<file path="config.mk">
export PLATFORM = sky130hd
export DESIGN_NAME = fan_tach_rpm_meter_flat
export DESIGN_NICKNAME = d
export VERILOG_FILES = /design/src/rtl/ftrm_pkg.sv /design/src/rtl/ftrm_if.sv /design/src/rtl/fan_tach_rpm_meter.sv /design/src/flat_wrapper.sv
export SDC_FILE = /design/constraint.sdc
export NUM_CORES = 2
export LEC_CHECK = 0
export BUFFER_PORTS_ARGS = -buffer_cell sky130_fd_sc_hd__buf_2
export CAP_MARGIN = 20
export CORE_ASPECT_RATIO = 0.5
export CORE_MARGIN = 1
export CORE_UTILIZATION = 40
export DETAILED_ROUTE_END_ITERATION = 16
export SLEW_MARGIN = 40
export SYNTH_ARGS = -nofsm -noshare
export SYNTH_HDL_FRONTEND = slang
export SYNTH_SLANG_ARGS = --single-unit
</file>
<file path="constraint.sdc">
create_clock -name clk -period 11.5 [get_ports clk]
set_clock_uncertainty 0.15 [all_clocks]
set_input_delay 0 -clock clk [delete_from_list [all_inputs] [get_ports clk]]
set_output_delay 0 -clock clk [all_outputs]
set_load 0.05 [all_outputs]
</file>
<file path="src/rtl/ftrm_pkg.sv">
// package: shared constants for the fan tachometer rpm meter
package ftrm_pkg;

    localparam int unsigned CNT_W    = 32;
    localparam int unsigned WIN_W    = 16;
    localparam int unsigned PPR_W    = 8;
    localparam int unsigned CFG_IDX_W = 8;
    localparam int unsigned CFG_DATA_W = 16;
    localparam int unsigned NUM_W    = CNT_W + 16;
    localparam int unsigned DEN_W    = CNT_W + PPR_W;

    localparam logic KIND_EDGE   = 1'b0;
    localparam logic KIND_UPDATE = 1'b1;

    localparam logic [CFG_IDX_W-1:0] CFG_WINDOW_MS      = 8'd0;
    localparam logic [CFG_IDX_W-1:0] CFG_PULSES_PER_REV = 8'd1;

    localparam logic [WIN_W-1:0] WINDOW_RESET = 16'd1000;
    localparam logic [PPR_W-1:0] PPR_RESET    = 8'd2;
    localparam logic [15:0]      MS_PER_MIN   = 16'd60000;
    localparam logic [CNT_W-1:0] RPM_SAT      = 32'hFFFF_FFFF;

endpackage

</file>
<file path="src/rtl/ftrm_if.sv">
// interfaces: input item, result and configuration channels
interface ftrm_in_if;
    logic                          valid;
    logic                          ready;
    logic                          kind;
    logic [ftrm_pkg::CNT_W-1:0]    now_ms;

    modport source (output valid, kind, now_ms, input ready);
    modport sink   (input valid, kind, now_ms, output ready);
endinterface

interface ftrm_out_if;
    logic                          valid;
    logic                          ready;
    logic [ftrm_pkg::CNT_W-1:0]    rpm_value;
    logic [ftrm_pkg::CNT_W-1:0]    pulse_total;
    logic                          measured;

    modport source (output valid, rpm_value, pulse_total, measured, input ready);
    modport sink   (input valid, rpm_value, pulse_total, measured, output ready);
endinterface

interface ftrm_cfg_if;
    logic                              valid;
    logic                              ready;
    logic [ftrm_pkg::CFG_IDX_W-1:0]    index;
    logic [ftrm_pkg::CFG_DATA_W-1:0]   data;

    modport source (output valid, index, data, input ready);
    modport sink   (input valid, index, data, output ready);
endinterface

</file>
<file path="src/rtl/fan_tach_rpm_meter.sv">
// fan tachometer rpm meter: edge counter and rpm from a restoring divider
// an edge word or an update below the window gives its result in the cycle after accept
// a measurement runs 1 multiply, 1 saturation check, 32 divide steps, 1 writeback
// a saturated rpm skips the 32-step radix-2 divider and goes from the check to the writeback
// throughput: 1 edge word per cycle while the result drains; none taken while measuring
// reset (rst_n async low): counters, snapshots and rpm clear, window 1000 ms, 2 pulses/rev
module fan_tach_rpm_meter (
    input  logic          clk,
    input  logic          rst_n,
    ftrm_in_if.sink       item,
    ftrm_out_if.source    result,
    ftrm_cfg_if.sink      cfg
);

    typedef enum logic [2:0] {
        S_IDLE,
        S_MUL,
        S_SCALE,
        S_DIV,
        S_DONE
    } state_t;

    state_t                               state_reg;

    // configuration
    logic [ftrm_pkg::WIN_W-1:0]           window_reg;
    logic [ftrm_pkg::PPR_W-1:0]           ppr_reg;

    // measurement state
    logic [ftrm_pkg::CNT_W-1:0]           edge_count_reg;
    logic [ftrm_pkg::CNT_W-1:0]           edge_snap_reg;
    logic [ftrm_pkg::CNT_W-1:0]           time_snap_reg;
    logic [ftrm_pkg::CNT_W-1:0]           rpm_reg;

    // datapath of the divider
    logic [ftrm_pkg::CNT_W-1:0]           count_reg;
    logic [ftrm_pkg::CNT_W-1:0]           elapsed_reg;
    logic [ftrm_pkg::NUM_W-1:0]           num_reg;
    logic [ftrm_pkg::DEN_W-1:0]           den_reg;
    logic [ftrm_pkg::DEN_W-1:0]           rem_reg;
    logic [ftrm_pkg::CNT_W-1:0]           work_reg;   // low numerator bits in, quotient bits out
    logic [4:0]                           step_reg;

    // result word
    logic                                 out_valid_reg;
    logic [ftrm_pkg::CNT_W-1:0]           out_rpm_reg;
    logic [ftrm_pkg::CNT_W-1:0]           out_pulse_reg;
    logic                                 out_measured_reg;

    logic                                 out_free;
    logic                                 out_load;
    logic                                 in_fire;
    logic [ftrm_pkg::CNT_W-1:0]           elapsed_next;
    logic                                 window_hit;
    logic [ftrm_pkg::DEN_W:0]             trial;
    logic                                 trial_ge;
    logic [ftrm_pkg::DEN_W-1:0]           rem_next;
    logic [ftrm_pkg::DEN_W-1:0]           num_hi;

    // result slot can take a word when empty or being drained this cycle
    assign out_free = !out_valid_reg || result.ready;
    assign item.ready = (state_reg == S_IDLE) && out_free;
    assign in_fire = item.valid && item.ready;

    // window test is modulo 2^32
    assign elapsed_next = item.now_ms - time_snap_reg;
    assign window_hit = elapsed_next >= ftrm_pkg::CNT_W'(window_reg);

    // a result word is loaded for edges, updates below the window and finished measurements
    assign out_load = ((state_reg == S_IDLE) && in_fire
                       && ((item.kind == ftrm_pkg::KIND_EDGE) || !window_hit))
                      || ((state_reg == S_DONE) && out_free);

    // one restoring divide step: shift in the next numerator bit, try the subtract
    assign trial = {rem_reg, work_reg[ftrm_pkg::CNT_W-1]};
    assign trial_ge = trial >= {1'b0, den_reg};
    assign rem_next = trial_ge ? ftrm_pkg::DEN_W'(trial - {1'b0, den_reg})
                               : trial[ftrm_pkg::DEN_W-1:0];

    // upper numerator bits; quotient overflows 32 bits iff den <= num_hi
    assign num_hi = ftrm_pkg::DEN_W'(num_reg[ftrm_pkg::NUM_W-1:ftrm_pkg::CNT_W]);

    assign cfg.ready = 1'b1;

    assign result.valid       = out_valid_reg;
    assign result.rpm_value   = out_rpm_reg;
    assign result.pulse_total = out_pulse_reg;
    assign result.measured    = out_measured_reg;

    // configuration registers; unknown indexes are dropped
    always_ff @(posedge clk or negedge rst_n)
    begin
        if (!rst_n)
        begin
            window_reg <= ftrm_pkg::WINDOW_RESET;
            ppr_reg    <= ftrm_pkg::PPR_RESET;
        end
        else if (cfg.valid)
        begin
            case (cfg.index)
                ftrm_pkg::CFG_WINDOW_MS:      window_reg <= cfg.data;
                ftrm_pkg::CFG_PULSES_PER_REV: ppr_reg    <= cfg.data[ftrm_pkg::PPR_W-1:0];
                default:                      ;
            endcase
        end
    end

    // sequencer, measurement state and result word
    always_ff @(posedge clk or negedge rst_n)
    begin
        if (!rst_n)
        begin
            state_reg      <= S_IDLE;
            edge_count_reg <= '0;
            edge_snap_reg  <= '0;
            time_snap_reg  <= '0;
            rpm_reg        <= '0;
            out_valid_reg  <= 1'b0;
        end
        else
        begin
            if (out_load)
            begin
                out_valid_reg <= 1'b1;
            end
            else if (result.ready)
            begin
                out_valid_reg <= 1'b0;
            end
            case (state_reg)
                S_IDLE:
                begin
                    if (in_fire)
                    begin
                        if (item.kind == ftrm_pkg::KIND_EDGE)
                        begin
                            edge_count_reg   <= edge_count_reg + 1'b1;
                            out_rpm_reg      <= rpm_reg;
                            out_pulse_reg    <= edge_count_reg + 1'b1;
                            out_measured_reg <= 1'b0;
                        end
                        else if (window_hit)
                        begin
                            // take both snapshots now, rpm follows after the divide
                            count_reg     <= edge_count_reg - edge_snap_reg;
                            elapsed_reg   <= elapsed_next;
                            edge_snap_reg <= edge_count_reg;
                            time_snap_reg <= item.now_ms;
                            state_reg     <= S_MUL;
                        end
                        else
                        begin
                            out_rpm_reg      <= rpm_reg;
                            out_pulse_reg    <= edge_count_reg;
                            out_measured_reg <= 1'b0;
                        end
                    end
                end
                S_MUL:
                begin
                    num_reg   <= ftrm_pkg::NUM_W'(count_reg) * ftrm_pkg::NUM_W'(ftrm_pkg::MS_PER_MIN);
                    den_reg   <= ftrm_pkg::DEN_W'(ppr_reg) * ftrm_pkg::DEN_W'(elapsed_reg);
                    state_reg <= S_SCALE;
                end
                S_SCALE:
                begin
                    // zero divisor also lands here and saturates
                    if (den_reg <= num_hi)
                    begin
                        work_reg  <= ftrm_pkg::RPM_SAT;
                        state_reg <= S_DONE;
                    end
                    else
                    begin
                        rem_reg   <= num_hi;
                        work_reg  <= num_reg[ftrm_pkg::CNT_W-1:0];
                        step_reg  <= 5'(ftrm_pkg::CNT_W - 1);
                        state_reg <= S_DIV;
                    end
                end
                S_DIV:
                begin
                    rem_reg  <= rem_next;
                    work_reg <= {work_reg[ftrm_pkg::CNT_W-2:0], trial_ge};
                    step_reg <= step_reg - 1'b1;
                    if (step_reg == '0)
                    begin
                        state_reg <= S_DONE;
                    end
                end
                S_DONE:
                begin
                    if (out_free)
                    begin
                        rpm_reg          <= work_reg;
                        out_rpm_reg      <= work_reg;
                        out_pulse_reg    <= edge_count_reg;
                        out_measured_reg <= 1'b1;
                        state_reg        <= S_IDLE;
                    end
                end
                default:
                begin
                    state_reg <= S_IDLE;
                end
            endcase
        end
    end

    // an edge word always gives an unmeasured result on the next cycle
    a_edge_result: assert property (@(posedge clk) disable iff (!rst_n)
        (in_fire && item.kind == ftrm_pkg::KIND_EDGE) |=> (result.valid && !result.measured))
        else $error("edge word did not give an unmeasured result");

    // a zero or too small divisor must be caught before the divide loop
    a_div_den: assert property (@(posedge clk) disable iff (!rst_n)
        (state_reg == S_DIV) |-> (den_reg > rem_reg))
        else $error("divider running with remainder not below divisor");

    // the word on offer always shows the stored rpm
    a_rpm_match: assert property (@(posedge clk) disable iff (!rst_n)
        result.valid |-> (result.rpm_value == rpm_reg))
        else $error("result rpm differs from stored rpm");

    // no new word is taken while a measurement is in flight
    a_busy: assert property (@(posedge clk) disable iff (!rst_n)
        (state_reg != S_IDLE) |-> !item.ready)
        else $error("input ready during measurement");

endmodule
</file>
<file path="src/flat_wrapper.sv">
// flat-port wrapper written by rule: the top's interface ports become plain ports
module fan_tach_rpm_meter_flat 
  (clk, rst_n, item_valid, item_kind, item_now_ms, item_ready, result_valid, result_rpm_value, result_pulse_total, result_measured, result_ready, cfg_valid, cfg_index, cfg_data, cfg_ready);
  ftrm_in_if item_i ();
  ftrm_out_if result_i ();
  ftrm_cfg_if cfg_i ();
  input  logic clk;
  input  logic rst_n;
  input wire logic [$bits(item_i.valid)-1:0] item_valid;
  input wire logic [$bits(item_i.kind)-1:0] item_kind;
  input wire logic [$bits(item_i.now_ms)-1:0] item_now_ms;
  output wire logic [$bits(item_i.ready)-1:0] item_ready;
  output wire logic [$bits(result_i.valid)-1:0] result_valid;
  output wire logic [$bits(result_i.rpm_value)-1:0] result_rpm_value;
  output wire logic [$bits(result_i.pulse_total)-1:0] result_pulse_total;
  output wire logic [$bits(result_i.measured)-1:0] result_measured;
  input wire logic [$bits(result_i.ready)-1:0] result_ready;
  input wire logic [$bits(cfg_i.valid)-1:0] cfg_valid;
  input wire logic [$bits(cfg_i.index)-1:0] cfg_index;
  input wire logic [$bits(cfg_i.data)-1:0] cfg_data;
  output wire logic [$bits(cfg_i.ready)-1:0] cfg_ready;
  assign item_i.valid = item_valid;
  assign item_i.kind = item_kind;
  assign item_i.now_ms = item_now_ms;
  assign item_ready = item_i.ready;
  assign result_valid = result_i.valid;
  assign result_rpm_value = result_i.rpm_value;
  assign result_pulse_total = result_i.pulse_total;
  assign result_measured = result_i.measured;
  assign result_i.ready = result_ready;
  assign cfg_i.valid = cfg_valid;
  assign cfg_i.index = cfg_index;
  assign cfg_i.data = cfg_data;
  assign cfg_ready = cfg_i.ready;
  fan_tach_rpm_meter u_core (.clk(clk), .rst_n(rst_n), .item(item_i), .result(result_i), .cfg(cfg_i));
endmodule
</file>
* After elaboration in Yosys (flattened, before gate mapping) *
Cells that the tools add are included.

storage, ports and cells
  register bits = 445
  input bits = 62
  word-level logic and storage cells = 99

operators by class
  add/sub/neg operators = 5
  $mul = 2
  order comparisons = 3
  equal/unequal tests = 12
  multiplexer cells = 31
  bitwise operators = 1
  reductions and logical operators = 27

operators with widths
  kind                                                                   number
  32-bit two-way mux                                                     9
  32-bit case mux with 2 select lines                                    3
  40-bit two-way mux                                                     2
  40-bit case mux with 2 select lines                                    1
  32-bit subtractor                                                      2
  32-bit by 11-bit multiplier with 43-bit output, second input constant  1
  41-bit by 40-bit greater-or-equal comparator with 1-bit output         1
  40-bit by 16-bit <= comparator with 1-bit output                       1
  8-bit by 32-bit multiplier with 40-bit output                          1
  40-bit subtractor                                                      1
  32-bit by 1-bit adder with 32-bit output, second input constant        1
  32-bit by 16-bit greater-or-equal comparator with 1-bit output         1
  3-bit two-way mux                                                      6
  3-bit case mux with 5 select lines                                     1
  5-bit AND reduction                                                    3
  5-bit case mux with 2 select lines                                     1
  2-bit AND reduction                                                    5
  8-bit by 1-bit equality test with 1-bit output, second input constant  1
  8-bit zero test                                                        1
  2-bit by 1-bit != test with 1-bit output, second input constant        4
  3-bit by 2-bit equality test with 1-bit output, second input constant  2
  1-bit two-way mux                                                      6
  3-bit AND reduction                                                    2
  2-bit nonzero test                                                     3
  other kinds (14)                                                       22

* Depth between registers and ports, before layout *
  word-level depth = 8
  depth in mapped cells = 23
  gate-level depth less buffers = 21

* Worst setup path after synthesis *
OpenSTA, ideal clock, no wires.

  kind = reg2reg
  start = register u_core.state_reg[0]
  end = register u_core.den_reg[0] (netlist name), enable pin
  data arrival time = 9.026 ns
  required time = 10.593 ns
  setup slack = 1.567 ns
  stages on the path, launching flop included = 3
  clock period less this slack = 9.933 ns
  cells stage by stage = dfrtp_1 > inv_1 > nor4b_1

between the ends
  word-level cells in the longest chain between the ends = 2

RTL lines
  item                                            line                       text
  from (decl)                                     fan_tach_rpm_meter.sv:23   state_t state_reg;
  from (signal assigned)                          fan_tach_rpm_meter.sv:113  state_reg <= S_IDLE;
  from (signal assigned)                          fan_tach_rpm_meter.sv:149  state_reg <= S_MUL;
  from (signal assigned)                          fan_tach_rpm_meter.sv:163  state_reg <= S_SCALE;
  3-bit by 1-bit equality test with 1-bit output  fan_tach_rpm_meter.sv:130  case (state_reg)
  2-bit AND reduction (no source line)            --
  to (signal assigned)                            fan_tach_rpm_meter.sv:162  den_reg <= ftrm_pkg::DEN_W'(ppr_reg) * ftrm_pkg::DEN_W'(elapsed_reg);
  to (decl)                                       fan_tach_rpm_meter.sv:39   logic [ftrm_pkg::DEN_W-1:0] den_reg;

Every way passes these cells.
A chain may end at the register's enable or synchronous reset.

* Worst setup path in the final report *
  start = register u_core.count_reg[8] (netlist name)
  end = register u_core.num_reg[47] (netlist name) (data pin)

between the ends
  word-level cells in the longest chain between the ends = 1

RTL lines
  item                                            line                       text
  from (decl)                                     fan_tach_rpm_meter.sv:36   logic [ftrm_pkg::CNT_W-1:0] count_reg;
  from (signal assigned)                          fan_tach_rpm_meter.sv:145  count_reg <= edge_count_reg - edge_snap_reg;
  32-bit by 11-bit multiplier with 43-bit output  fan_tach_rpm_meter.sv:161  num_reg <= ftrm_pkg::NUM_W'(count_reg) * ftrm_pkg::NUM_W'(ftrm_pkg::MS_PER_MIN);
  to (signal assigned)                            fan_tach_rpm_meter.sv:161
  to (decl)                                       fan_tach_rpm_meter.sv:38   logic [ftrm_pkg::NUM_W-1:0] num_reg;

Every way passes these cells.

==> results.sh <==
export IMPL_status="complete, but fails checks"
export IMPL_violations="design-rule violations"
export IMPL_tightest_slew_ns=0.832
export IMPL_slew_headroom=0.446
export IMPL_synth_flop_cell="edfxtp_1"
export IMPL_synth_cell_types=81
export IMPL_rows=79
export IMPL_ys_seq_elements=445
export IMPL_grt_usage=0.191
export IMPL_ir_drop_mv=0.263
export IMPL_switchingPower_mw=4.76
export IMPL_wire_per_inst_microns=17.3
export IMPL_path_clk_slew_ns=0.07
export IMPL_diodes=0
export IMPL_postCtsSetupRepairBufs=0
export IMPL_synth_edf_count=289
export IMPL_worstSetupPathType="reg -> reg"
export IMPL_syn2layout_area_growth_pct=12.4
export IMPL_crit_fanout=6
export IMPL_whs_path_depth=3
export IMPL_syn_cell_area_sq_mm=0.0380
export IMPL_fp_dieH_microns=220
export IMPL_initial_utilization=0.406
export IMPL_power_leakage_nw=19.6
export IMPL_fillerInstances=8805
export IMPL_drtIter0Drc=2051
export IMPL_preCtsSetupSlack_ns=4.72
export IMPL_cts_resized=0
export IMPL_critical_path_arrival_ns=7.02
export IMPL_rsz0062_at_grt="no"
export IMPL_seqPwrFrac=0.257
export IMPL_crit_path_end_kind="flop"
export IMPL_fin_crit_ns=6.81
export IMPL_synth_net_count=4463
export IMPL_grt_overflow_total=0
export IMPL_syn_inst=3772
export IMPL_port_buffer_count=128
export IMPL_die_area_sq_mm=0.0962
export IMPL_cts_buffers=47
export IMPL_grt_max_degree=78
export IMPL_hp_start="cfg_data[3]"
export IMPL_final_period_utilization=0.592
export IMPL_largest_reg_flops=43
export IMPL_hold_end="u_core.ppr_reg[3]$_DFFE_PN0P_"
export IMPL_clk_path_buf_depth=3
export IMPL_clock_sinks=445
export IMPL_regToRegStartpoint="u_core.count_reg[8]$_DFFE_PP_"
export IMPL_cp_required_ns=11.72
export IMPL_final_hold_viol_count=0
export IMPL_dp_hpwl_microns=70200
export IMPL_yosysWarnings=0
export IMPL_ys_async_sr_fraction=0.351
export IMPL_fin_ws_ns=4.69
export IMPL_wirelength_microns=91300
export IMPL_grt_pass1_wl_microns=147000
export IMPL_dr_pass1_iters=13
export IMPL_ant_nets=0
export IMPL_antenna_found_initial=2
export IMPL_htreeDepth=2
export IMPL_cp_start_kind="flop"
export IMPL_clk_latency_ns=0.62
export IMPL_syn_avg_cell_area_sq_um=10.1
export IMPL_cts_tree="done"
export IMPL_power_frac_comb=0.596
export IMPL_die_w_microns=438
export IMPL_sw_frac_of_total=0.442
export IMPL_clkPwrFrac=0.146
export IMPL_route_vias_total=27022
export IMPL_layout_nets=4665
export IMPL_pin_count=130
export IMPL_postCtsHoldBufs=101
export IMPL_rrSetupSlack_ns=4.69
export IMPL_yosysSeqAreaShare=0.332
export IMPL_final_max_slew_viol_count=0
export IMPL_grt_pass1_vias=26794
export IMPL_setup_tns_ns=0
export IMPL_vias_per_cell=5.13
export IMPL_p_int_mw=6.01
export IMPL_r2r_end="u_core.num_reg[47]$_DFFE_PP_"
export IMPL_power_density_mw_per_mm2=252
export IMPL_clock_fmax_ghz=0.147
export IMPL_coreArea_sq_mm=0.0935
export IMPL_layout_drive_gt1_share=0.0900
export IMPL_min_path_type="in -> reg"
export IMPL_drc=1
export IMPL_gp_congestion=0.885
export IMPL_ctsRootBufferMaster="clkbuf_16"
export IMPL_reg2regPathDepth=20
export IMPL_setup_violations_final=0
export IMPL_cap_violations=0
synth_stat cells (70+ instances only):
library cell  count  area share
ha_1            305        0.10
nand2_1         394       0.039
nor2_1          175       0.017
a21o_1           85       0.017
o21ai_0         148       0.020
edfxtp_1        289        0.23
a21oi_1         154       0.020
dfrtp_1         149       0.098
clkbuf_1         81      0.0080
fa_1            324        0.17
and2_1          186       0.031
nand3_1          70      0.0092
xnor2_1         142       0.033
inv_1           622       0.061
through the flow:
stage | utilization | cells | cell area [sq um] | hold WS, ns | power, mW
floorplan | - | 3772 | 38000 | -0.446 | 7.48
global placement | 0.428 | 5076 | 40000 | -0.182 | 8.96
detailed placement | 0.428 | 5078 | 40000 | -0.184 | 9.09
CTS | 0.456 | 5267 | 42700 | 0.00626 | 10.8
global route | 0.456 | 5268 | 42700 | 0.0294 | 11.7
finish | 0.456 | 5268 | 42700 | 0.0365 | 10.8
power by group through the flow:
stage	registers, mW	logic [mW]	clock network, mW
after global routing	2.82	7.20	1.68
final	2.77	6.42	1.57
after CTS	2.77	6.37	1.61
after floorplan	2.77	4.71	0
after global placement	2.78	6.18	0
after detailed placement	2.80	6.30	0
layout by cell type, fill, tap and decap left out, drive strengths merged, types with 8 or more instances in the layout:
cell type and instances:
nor2 175, o21ai 152, nand4 33, inv 625, clkbuf 67, and2 186, edfxtp 289, dfrtp 149
buf 155, o31ai 9, nand3 70, a21o 85, xor2 66, mux2i 36, a211oi 18, nor2b 22
o211ai 16, o21bai 21, o22ai 12, nand2 394, ha 305, a31oi 17, a21boi 8, xnor2 142
nor3 39, o2111ai 8, o21a 31, a21oi 154, nor4 14, nand2b 22, fa 324, and3 27
clkinv 13, mux2 103, or3 10, dlygate4sd3 100
layout make-up:
type,count,area [sq um],share of cell area
clock inverter,21,253,0.00592
clock buffer,67,1330,0.0313
tap,1255,1570,0.0368
multi-input combinational,2603,22700,0.532
timing repair buffer,255,1900,0.0445
inverter,622,2330,0.0547
sequential,445,12600,0.295
metal layers:
| metal | global-route usage | routed length, microns | vias up |
|---|---|---|---|
| met5 | 0 | 0 | - |
| met4 | 0.0394 | 1360 | 0 |
| met3 | 0.0385 | 5660 | 95 |
| met2 | 0.270 | 36700 | 651 |
| met1 | 0.298 | 47500 | 13305 |
| li1 | - | - | 12971 |
worst max path at each step:
stage,from,end,slack [ns],depth (start not counted)
after floorplan,u_core.state_reg[0]$_DFFE_PN0P_,u_core.den_reg[0]$_DFFE_PP_,1.57,2
after global placement,u_core.count_reg[8]$_DFFE_PP_,u_core.num_reg[47]$_DFFE_PP_,4.88,20
after detailed placement,u_core.count_reg[8]$_DFFE_PP_,u_core.num_reg[47]$_DFFE_PP_,4.72,20
after CTS,u_core.count_reg[8]$_DFFE_PP_,u_core.num_reg[47]$_DFFE_PP_,4.71,20
after global routing,u_core.count_reg[8]$_DFFE_PP_,u_core.num_reg[47]$_DFFE_PP_,4.24,20
final,u_core.count_reg[8]$_DFFE_PP_,u_core.num_reg[47]$_DFFE_PP_,4.69,20
worst max-delay path, stage by stage (launching register included):
cell and delay (ns):
edfxtp_1 0.51, inv_1 0.17, fa_1 0.55, inv_1 0.05, fa_1 0.50, fa_1 0.55
inv_1 0.06, fa_1 0.51, fa_1 0.55, inv_1 0.04, ha_1 0.34, a21oi_1 0.19
nor3b_1 0.37, o21ai_0 0.21, a311o_1 0.39, o221a_2 0.25, a21o_1 0.25, a2111o_1 0.40
nand2_1 0.12, nor3_1 0.07, a311o_1 0.34
logic make-up after synthesis:
kind of cell / after synthesis / share of synthesized area
other: 1 / 0.0000988
AND/OR/NAND/NOR: 1023 / 0.130
multiplexers: 139 / 0.0437
flip-flops: 445 / 0.332
AO/OA/AOI/OAI: 603 / 0.103
adder cells (fa/ha/maj): 629 / 0.271
XOR/XNOR: 208 / 0.0480
buffers and inverters: 724 / 0.0729
Power figures use the tool's default switching activity.
